## config.mk

```make
export PLATFORM = sky130hd
export DESIGN_NAME = att_ctrl
export DESIGN_NICKNAME = d
export VERILOG_FILES = /design/src/allocation_tracking_table_defines.svh /design/src/att_pkg.sv /design/src/att_ctrl.sv
export SDC_FILE = /design/constraint.sdc
export NUM_CORES = 1
export LEC_CHECK = 0
export ABC_AREA = 0
export ABC_CLOCK_PERIOD_IN_PS = 1400
export BUFFER_PORTS_ARGS = -buffer_cell sky130_fd_sc_hd__buf_2
export CAP_MARGIN = 20
export CORE_AREA = 2 2 39 41
export CTS_CLUSTER_DIAMETER = 120
export CTS_CLUSTER_SIZE = 8
export DETAILED_ROUTE_END_ITERATION = 16
export DIE_AREA = 0 0 41 43
export HOLD_SLACK_MARGIN = 0.12
export PLACE_DENSITY = 0.76
export SKIP_LAST_GASP = 1
export SLEW_MARGIN = 15
export SYNTH_ARGS = -nofsm -noshare
export SYNTH_HDL_FRONTEND = slang
export SYNTH_SLANG_ARGS = --single-unit
```

## constraint.sdc

```tcl
create_clock -name clk_i -period 1.4 [get_ports clk_i]
set_input_delay 0.14 -clock clk_i [delete_from_list [all_inputs] [get_ports clk_i]]
set_output_delay 0.14 -clock clk_i [all_outputs]
set_load 0.01 [all_outputs]
```

## src/allocation_tracking_table_defines.svh

```systemverilog
// Assertion macros for the allocation tracking table.
// Included by the top level; the macros expect clk_i and rst_ni in scope.
`ifndef ALLOCATION_TRACKING_TABLE_DEFINES_SVH
`define ALLOCATION_TRACKING_TABLE_DEFINES_SVH
`ifndef SYNTHESIS
// The property must hold at every clock edge outside reset.
`define ATT_ASSERT(lbl, prop, msg) \
  lbl: assert property (@(posedge clk_i) disable iff (!rst_ni) (prop)) else $error(msg);
// The condition must never be true outside reset.
`define ATT_ASSERT_NEVER(lbl, cond, msg) `ATT_ASSERT(lbl, !(cond), msg)
`else
`define ATT_ASSERT(lbl, prop, msg)
`define ATT_ASSERT_NEVER(lbl, cond, msg)
`endif
`endif

```

## src/att_pkg.sv

```systemverilog
// Shared types and constants for the allocation tracking table.
// Used by the controller, the datapath and the top level; depends on nothing.
`default_nettype none

package att_pkg;

  // Fixed field widths and constants of the block.
  localparam int unsigned ADDR_W          = 32;
  localparam int unsigned SLOT_W          = 10;
  localparam int unsigned TABLE_DEPTH_DEF = 1024;
  localparam logic [ADDR_W-1:0] LOW_VALID_ADDR = 32'h0000_1000;
  localparam logic [ADDR_W-1:0] LIMIT_RESET    = 32'hFFFF_FFFF;

  // Request kinds.
  localparam logic FUNC_RECORD  = 1'b0;
  localparam logic FUNC_RELEASE = 1'b1;

  // Result status codes.
  typedef enum logic [1:0] {
    ST_DONE    = 2'd0,
    ST_FULL    = 2'd1,
    ST_UNKNOWN = 2'd2
  } status_e;

  // Read address selection for the table RAM.
  typedef enum logic [2:0] {
    RD_HINT,
    RD_HINT_INC,
    RD_HINT_DEC,
    RD_FIRST,
    RD_NEXT
  } rd_sel_e;

  // Scan counter operations.
  typedef enum logic [1:0] {
    CNT_HOLD,
    CNT_ZERO,
    CNT_INC
  } cnt_op_e;

  // Source of the slot number latched with a decision.
  typedef enum logic [2:0] {
    SLOT_ZERO,
    SLOT_HINT,
    SLOT_INC,
    SLOT_DEC,
    SLOT_CNT
  } slot_sel_e;

  // Commands from the controller to the datapath.
  typedef struct packed {
    logic      load;
    logic      clear;
    logic      decide;
    logic      commit;
    rd_sel_e   rd_sel;
    cnt_op_e   cnt_op;
    slot_sel_e slot_sel;
    status_e   status;
  } att_cmd_t;

  // Status from the datapath to the controller.
  typedef struct packed {
    logic req_func;
    logic in_func;
    logic addr_zero;
    logic match;
    logic inc_ok;
    logic dec_ok;
    logic cnt_last;
    logic out_free;
  } att_sts_t;

endpackage

`default_nettype wire

```

## src/att_ctrl.sv

```systemverilog
// Controller state machine of the allocation tracking table.
// Depends on att_pkg for the command and status structs.
`default_nettype none

module att_ctrl (
  input  wire logic              clk_i,
  input  wire logic              rst_ni,
  input  wire logic              in_valid_i,
  output logic                   in_stall_o,
  input  wire att_pkg::att_sts_t sts_i,
  output att_pkg::att_cmd_t      cmd_o
);

  typedef enum logic [2:0] {
    S_CLEAR,
    S_IDLE,
    S_PROBE,
    S_REL_DEC,
    S_REL_HINT,
    S_SCAN,
    S_FINISH
  } state_e;

  state_e state_q, state_d;

  // Requests are taken only in the idle state.
  assign in_stall_o = (state_q != S_IDLE);

  // Next state and commands.
  always_comb begin
    state_d        = state_q;
    cmd_o          = '0;
    cmd_o.rd_sel   = att_pkg::RD_HINT;
    cmd_o.cnt_op   = att_pkg::CNT_HOLD;
    cmd_o.slot_sel = att_pkg::SLOT_ZERO;
    cmd_o.status   = att_pkg::ST_DONE;
    unique case (state_q)
      S_CLEAR: begin
        cmd_o.clear = 1'b1;
        if (sts_i.cnt_last) begin
          state_d = S_IDLE;
        end else begin
          cmd_o.cnt_op = att_pkg::CNT_INC;
        end
      end
      S_IDLE: begin
        // A release probes one above the hint first, a record the hint itself.
        cmd_o.rd_sel = (sts_i.req_func == att_pkg::FUNC_RELEASE) ?
                       att_pkg::RD_HINT_INC : att_pkg::RD_HINT;
        if (in_valid_i) begin
          cmd_o.load = 1'b1;
          state_d    = S_PROBE;
        end
      end
      S_PROBE: begin
        if (sts_i.addr_zero) begin
          cmd_o.decide = 1'b1;
          cmd_o.status = (sts_i.in_func == att_pkg::FUNC_RELEASE) ?
                         att_pkg::ST_UNKNOWN : att_pkg::ST_DONE;
          state_d      = S_FINISH;
        end else if (sts_i.in_func == att_pkg::FUNC_RECORD) begin
          if (sts_i.match) begin
            cmd_o.decide   = 1'b1;
            cmd_o.slot_sel = att_pkg::SLOT_HINT;
            state_d        = S_FINISH;
          end else begin
            cmd_o.rd_sel = att_pkg::RD_FIRST;
            cmd_o.cnt_op = att_pkg::CNT_ZERO;
            state_d      = S_SCAN;
          end
        end else if (sts_i.inc_ok && sts_i.match) begin
          cmd_o.decide   = 1'b1;
          cmd_o.slot_sel = att_pkg::SLOT_INC;
          state_d        = S_FINISH;
        end else begin
          cmd_o.rd_sel = att_pkg::RD_HINT_DEC;
          state_d      = S_REL_DEC;
        end
      end
      S_REL_DEC: begin
        if (sts_i.dec_ok && sts_i.match) begin
          cmd_o.decide   = 1'b1;
          cmd_o.slot_sel = att_pkg::SLOT_DEC;
          state_d        = S_FINISH;
        end else begin
          cmd_o.rd_sel = att_pkg::RD_HINT;
          state_d      = S_REL_HINT;
        end
      end
      S_REL_HINT: begin
        if (sts_i.match) begin
          cmd_o.decide   = 1'b1;
          cmd_o.slot_sel = att_pkg::SLOT_HINT;
          state_d        = S_FINISH;
        end else begin
          cmd_o.rd_sel = att_pkg::RD_FIRST;
          cmd_o.cnt_op = att_pkg::CNT_ZERO;
          state_d      = S_SCAN;
        end
      end
      S_SCAN: begin
        // Each cycle checks one slot while the read of the next is issued.
        if (sts_i.match) begin
          cmd_o.decide   = 1'b1;
          cmd_o.slot_sel = att_pkg::SLOT_CNT;
          state_d        = S_FINISH;
        end else if (sts_i.cnt_last) begin
          cmd_o.decide = 1'b1;
          cmd_o.status = (sts_i.in_func == att_pkg::FUNC_RELEASE) ?
                         att_pkg::ST_UNKNOWN : att_pkg::ST_FULL;
          state_d      = S_FINISH;
        end else begin
          cmd_o.rd_sel = att_pkg::RD_NEXT;
          cmd_o.cnt_op = att_pkg::CNT_INC;
        end
      end
      S_FINISH: begin
        if (sts_i.out_free) begin
          cmd_o.commit = 1'b1;
          state_d      = S_IDLE;
        end
      end
      default: begin
        state_d = S_IDLE;
      end
    endcase
  end

  // State register.
  always_ff @(posedge clk_i or negedge rst_ni) begin
    if (!rst_ni) begin
      state_q <= S_CLEAR;
    end else begin
      state_q <= state_d;
    end
  end

endmodule

`default_nettype wire

```

==> summary.txt, run 1 <==
Critical path
  • Setup CP Type: reg2out
  • Critical path startpoint: state_q[2]
  • Arr. time, crit path: 1.48 ns
  • Worst EP required: 1.26 ns
  • Maximum net fanout on the critical path: 5
  • Worst r2r src: state_q[2]
  • Worst setup SP type: register
  • Crit. End Element: primary output

Pwr
  • Pwr Total: 1670 uW
  • Sequential share of power: 11.0%
  • Pwr Density: 1990 mW/mm^2
  • VDD IR-drop max: 0.875 mV
  • Lkg Pwr: 0.000412 uW
  • Int Power: 939 uW
  • Sw Pwr: 736 uW
  • Switching share of power: 43.9%
  • Gate power share: 79.9%
  • Clock share of power: 9.0%

Synthesis
  • Leading cell types by count after synthesis: nor2_1 (9), nand2_1 (8), nor3_1 (5)
  • Number of library cell types mapped by synthesis: 28
  • Area contributors post-synth: dfrtp_1 (16%), nor2_1 (7.3%), nand2_1 (6.5%), nor3b_1 (6.5%), nand2b_1 (5.4%)
  • Main synth FF type: dfrtp_1
  • Post-synth EDFFs: 0
  • #FFs+latches synth: 3
  • Synth Area per Inst: 6.41 um^2
  • Post-synthesis async set-or-reset flop share: 100%
  • Top-count cell post-synth: nor2_1
  • Seq/Total Area, Yosys: 16.3%
  • Post-Syn Nets: 83
  • Synth area leader: dfrtp_1
  • Post-synth top area share: 16.3%
  • Ys Warns: 0
  • Mapped Area: 462 um^2
  • Cell count after synthesis: 72

Drt
  • DR DRC count: 0
  • Initial DRC count: 10
  • Routed via count: 671
  • Wire per inst: 12.3 um
  • Vias per cell: 5.24
  • Drt pass-1 iters: 4
  • Post-DRT Antenna Nets: 0
  • Final WL: 1580 um

Timing
  • Max Clk Rate: 0.618 GHz
  • Final setup margin: -0.219 ns
  • Final setup fails: 10
  • Tmin final: 1.62 ns
  • Worst slew pin tran: 0.288 ns
  • Crit share post-route: 116%
  • Final setup skew: 0.00253 ns
  • Max-Slew Margin vs Limit: 80.5%
  • Max Transition Viols Final: 0
  • Final Hold Fails: 0
  • RSZ-0062 raised after global routing: yes

Global route
  • Antenna violations before repair: 0
  • Global-route wire length before repair: 2110 um
  • Largest net degree at the start of global routing: 15
  • Overflow after GRT: 0
  • GRT Overall Usage: 17.9%
  • Number of global-route vias before repair: 504

Place
  • Placed insts: 116
  • Post-DP HPWL: 1060 um
  • Gp weighted congestion: 0.795
  • Buffers on Ports: 25
  • DP Area: 646 um^2

Run
  • Max_cap viols: 0

Layout
  • Max FFs per register: 3
  • N_diodes: 0
  • Largest regs: state_q (3)
  • Final Cell Area: 841 um^2
  • Non-filler cells, final: 128
  • Area delta synth->final: 82.1%
  • Most flops, register: state_q
  • Share of cells above drive strength 1: 54.5%
  • Final nets: 124

Status
  • Violated checks: setup timing
  • Status: finished with violations

Floorplanning
  • Die area: 0.00176 mm^2
  • # IOs: 26
  • Die Span Y: 43 um
  • Core Area: 0.00138 mm^2
  • Starting Density: 33.4%
  • Chip width: 41 um
  • # rows: 14

Clocking
  • CTS root buf: clkbuf_4
  • H-Tree Depth: 1
  • Deepest clock path buffer count: 2
  • Num CTS Buffers: 3
  • Clock transition at the registers of the reported paths: 0.04 ns
  • Clk sink count: 3
  • Clk Latency, worst-skew pair: 0.23 ns
  • CTS tree: done

Hold path
  • Worst hold path class: in2async
[metrics by stage]
stage               setup WS [ns]  hold WS (ns)  TNS [ns]  util (%)
finish                     -0.219         0.238     -1.31      60.8
global route               -0.282         0.263     -2.06      60.8
CTS                        -0.215         0.225     -1.21      53.1
detailed placement         0.0227       -0.0588         0      46.7
global placement           0.0220       -0.0640         0      46.7
floorplan                  0.0105        -0.156         0         -
[area by class of cell]
class	count	area [um^2]
flip-flops and latches	3	75.1
repair buffers	41	273
clock buffers	4	26.3
multi-input cells	60	432
fillers	142	543
well taps	16	20.0
inverters	4	15.0
[final timing paths]
kind,end,slack [ns],cells after the start
worst max-delay path,cmd_o[1],-0.22,5
worst min-delay path,state_q[0],0.24,2
worst max register to register,state_q[0],-0.02,3
worst min register to register,state_q[0],0.70,2
max in group asynchronous,state_q[2],1.05,2
min in group clk_i,state_q[0],0.31,3
[routing by layer]
metal  track usage, %  vias up  wire (um)
met4             12.0        0          0
met1             23.2      312        700
li1                 -      338          -
met5                0        -          0
met3                0        0         77
met2             27.5       21        800
[kinds of logic (layout without fill, tap and decap cells)]
family                 after synthesis  in the layout  synth area share (%)
AND/OR/NAND/NOR                     39             39                  45.5
AO/OA/AOI/OAI                       21             21                  30.4
flip-flops                           3              3                  16.3
buffers and inverters                9             49                  7.86
[cells in the final DEF, fill, tap and decap left out, drive strengths merged]
cell	netlist	final
nand2	8	8
o311ai	1	1
o22ai	1	1
nor3b	4	4
o22a	1	1
and4b	1	1
nand3b	1	1
dfrtp	3	3
clkbuf	3	4
nand2b	4	4
nor2	9	9
a22oi	2	2
a21o	1	1
o31ai	1	1
a21oi	2	2
a22o	1	1
inv	4	4
and2	1	1
nor2b	3	3
a31oi	1	1
buf	2	39
nor3	5	5
or3b	1	1
dlygate4sd3	0	2
a31o	1	1
o21ai	6	6
o21a	3	3
nor4	2	2
[power by group through the flow]
| stage | sequential, uW | combinational, uW | clock, uW |
|---|---|---|---|
| finish | 185 | 1340 | 151 |
| global route | 191 | 1450 | 160 |
| CTS | 180 | 1080 | 159 |
| detailed placement | 175 | 968 | 0 |
| global placement | 171 | 960 | 0 |
| floorplan | 166 | 615 | 0 |
[critical path, cell delays in order, from the launching register on]
cell	delay [ns]
dfrtp_1	0.42
or3b_4	0.46
inv_2	0.07
a22oi_2	0.06
nor2b_1	0.11
buf_2	0.13
[timing repair]
| item | 4_1_cts | 5_1_grt |
|---|---|---|
| setup endpoints to repair | 10 | 14 |
| buffers inserted | 2 | 4 |
| endpoints found under the hold margin | 4 | 0 |
| pin swaps | 0 | 9 |
| resized for setup | 6 | 20 |
| hold buffers | 2 | 0 |
No activity file was read; power rests on OpenSTA's default activity.
==> run 2: changes to the inputs <==
--- a/config.mk
+++ b/config.mk
@@ -10,6 +10,7 @@
 export BUFFER_PORTS_ARGS = -buffer_cell sky130_fd_sc_hd__buf_2
 export CAP_MARGIN = 20
 export CORE_AREA = 2 2 39 41
+export CTS_BUF_LIST = sky130_fd_sc_hd__clkbuf_16
 export CTS_CLUSTER_DIAMETER = 120
 export CTS_CLUSTER_SIZE = 8
 export DETAILED_ROUTE_END_ITERATION = 16
==> constraint.sdc (replaced) <==
create_clock -name clk_i -period 1.4 [get_ports clk_i]
set_input_delay 0.07 -clock clk_i [delete_from_list [all_inputs] [get_ports clk_i]]
set_output_delay 0.07 -clock clk_i [all_outputs]
set_load 0.01 [all_outputs]
==> summary.txt, run 2 (synthesis results as in run 1) <==
Status
  • Violated checks: setup timing (unchanged)
  • Status: finished with violations (unchanged)

Drt
  • DR DRC count: 0 (unchanged)
  • Final WL: 1710 um (was 1580 um)
  • Routed via count: 684 (was 671)
  • Vias per cell: 5.52 (was 5.24)
  • Post-DRT Antenna Nets: 0 (unchanged)
  • Initial DRC count: 22 (was 10)
  • Drt pass-1 iters: 4 (unchanged)
  • Wire per inst: 13.8 um (was 12.3 um)

Pwr
  • Switching share of power: 40.7% (was 43.9%)
  • Clock share of power: 25.4% (was 9.0%)
  • Pwr Density: 2200 mW/mm^2 (was 1990 mW/mm^2)
  • VDD IR-drop max: 1.58 mV (was 0.875 mV)
  • Gate power share: 63.2% (was 79.9%)
  • Lkg Pwr: 0.000407 uW (was 0.000412 uW)
  • Int Power: 1080 uW (was 939 uW)
  • Sequential share of power: 11.4% (was 11.0%)
  • Pwr Total: 1820 uW (was 1670 uW)
  • Sw Pwr: 741 uW (was 736 uW)

Layout
  • Share of cells above drive strength 1: 49.1% (was 54.5%)
  • N_diodes: 0 (unchanged)
  • # fillers: 131 (was 142)
  • Area delta synth->final: 79.4% (was 82.1%)
  • Max FFs per register: 3 (unchanged)
  • Commonest non-fill, non-tap cell in the layout: buf_2 (unchanged)
  • Final Util: 59.9% (was 60.8%)
  • Largest regs: state_q (3) (unchanged)
  • Most flops, register: state_q (unchanged)
  • Non-filler cells, final: 124 (was 128)
  • Final nets: 120 (was 124)
  • Most frequent cells in the layout: buf_2 (25), nand2_1 (8), nor2_1 (7), buf_4 (7), nor3_1 (5) (was buf_2 (25), nand2_1 (8), buf_4 (8))

Global route
  • Overflow after GRT: 0 (unchanged)
  • GRT Overall Usage: 22.0% (was 17.9%)
  • Global-route wire length before repair: 2580 um (was 2110 um)
  • Antenna violations before repair: 0 (unchanged)
  • Largest net degree at the start of global routing: 15 (unchanged)
  • Number of global-route vias before repair: 611 (was 504)

Critical path
  • Buf/Inv on CP: 2 (unchanged)
  • Arr. time, crit path: 1.52 ns (was 1.48 ns)
  • Critical path's top delay family: simple AND/OR/NAND/NOR gates (unchanged)
  • Setup CP Type: reg2out (unchanged)
  • Maximum net fanout on the critical path: 5 (unchanged)
  • Worst EP required: 1.33 ns (was 1.26 ns)
  • Critical-path cell list: or3b_4 -> inv_2 -> a22oi_2 -> nor2b_1 -> buf_2 (unchanged)
  • Crit-path max cell delay: 0.44 ns (was 0.46 ns)
  • Crit. End Element: primary output (unchanged)
  • CP max-delay cell: or3b_4 (unchanged)
  • Worst setup SP type: register (unchanged)

Clocking
  • Clk Latency, worst-skew pair: 0.23 ns (about the same)
  • Deepest clock path buffer count: 2 (unchanged)
  • Num CTS Buffers: 3 (unchanged)
  • CTS root buf: clkbuf_16 (was clkbuf_4)
  • CTS tree: done (unchanged)
  • Clock transition at the registers of the reported paths: 0.03 ns (was 0.04 ns)
  • Clk sink count: 3 (unchanged)
  • H-Tree Depth: 1 (unchanged)

Timing
  • Crit share post-route: 114% (was 116%)
  • Final Hold Fails: 0 (unchanged)
  • Final setup margin: -0.195 ns (was -0.219 ns)
  • Final setup skew: 0.000604 ns (was 0.00253 ns)
  • Max Transition Viols Final: 0 (unchanged)
  • Max Clk Rate: 0.627 GHz (was 0.618 GHz)
  • Tmin final: 1.59 ns (was 1.62 ns)
  • Final setup fails: 8 (was 10)
  • Max-Slew Margin vs Limit: 78.2% (was 80.5%)
  • Worst slew pin tran: 0.327 ns (was 0.288 ns)
  • RSZ-0062 raised after global routing: yes (unchanged)

Run
  • Max_cap viols: 0 (unchanged)

Floorplanning
  • Die area: 0.00176 mm^2 (unchanged)
  • Die Span Y: 43 um (unchanged)
  • Core Area: 0.00138 mm^2 (unchanged)
  • # rows: 14 (unchanged)
  • Starting Density: 33.4% (unchanged)
  • # IOs: 26 (unchanged)
  • Chip width: 41 um (unchanged)

Place
  • Placed insts: 114 (was 116)
  • Post-DP HPWL: 1070 um (was 1060 um)
  • DP Worst Slack: 0.0436 ns (was 0.0227 ns)
  • Gp weighted congestion: 0.817 (was 0.795)
  • Buffers on Ports: 25 (unchanged)

Hold path
  • Worst hold path class: in2async (unchanged)
run 2: cell types whose count changed in the layout (fill, tap and decap cells not counted), moves of 2 or more:
cell,previous run,this run
dfrtp_1,3,1
clkbuf_16,0,3
nor3_2,2,0
buf_6,6,3
clkbuf_4,3,0
o21ai_2,0,2
nor3_1,3,5
o21ai_1,4,2
dfrtp_2,0,2
run 2: layer usage:
| metal | wire length [um] | GRT usage (%) |
|---|---|---|
| met1 | 642 | 25.2 |
| met2 | 834 | 34.1 |
| met3 | 166 | 6.28 |
| met4 | 68 | 13.3 |
| met5 | 0 | 0 |
run 2: final cells by class:
cell class	count	area (um^2)	area share (%)
Multi-Input combinational cell	60	405	48.9
Sequential cell	3	77.6	9.37
Clock buffer	3	75.1	9.06
Tap cell	16	20.0	2.42
Timing Repair Buffer	37	231	27.9
Clock inverter	1	3.75	0.453
Inverter	4	15.0	1.81
run 2: final timing paths:
path	start	end	slack, ns	cells past startpoint
hold reg to reg	state_q[0]	state_q[0]	0.69	2
min in group clk_i	sts_i[3]	state_q[0]	0.22	3
hold / removal	rst_ni	state_q[0]	0.21	2
setup / recovery	state_q[0]	cmd_o[1]	-0.19	5
max in group asynchronous	rst_ni	state_q[2]	1.07	2
setup reg to reg	state_q[0]	state_q[0]	-0.09	4
run 2: power by group through the flow:
stage	clock network, uW	registers [uW]	logic (uW)
after floorplan	0	166	615
final	463	207	1150
after global placement	0	186	896
after CTS	468	186	1010
after detailed placement	0	190	911
after global routing	474	211	1260
run 2: repair_timing:
item | in CTS | in global routing
endpoints found under the setup margin | 9 | 14
gates cloned | 0 | 0
setup buffers | 2 | 2
gates resized for setup | 6 | 11
endpoints found under the hold margin | 4 | 0
hold buffers | 2 | 0
pin swaps | 4 | 2
run 2: stage by stage:
| step | hold slack, ns | setup TNS [ns] | area [um^2] |
|---|---|---|---|
| 3_3_place_gp | -0.134 | 0 | 631 |
| 3_5_place_dp | -0.133 | 0 | 631 |
| 2_1_floorplan | -0.226 | 0 | 462 |
| 6_report | 0.213 | -0.965 | 828 |
| 4_1_cts | 0.162 | -0.910 | 768 |
| 5_1_grt | 0.219 | -1.58 | 828 |
run 2: worst register-to-register path, stage by stage, from the launching register on:
cell and delay, ns:
dfrtp_2 0.43, or3b_4 0.44, buf_4 0.16, o311ai_2 0.24, o21a_1 0.15
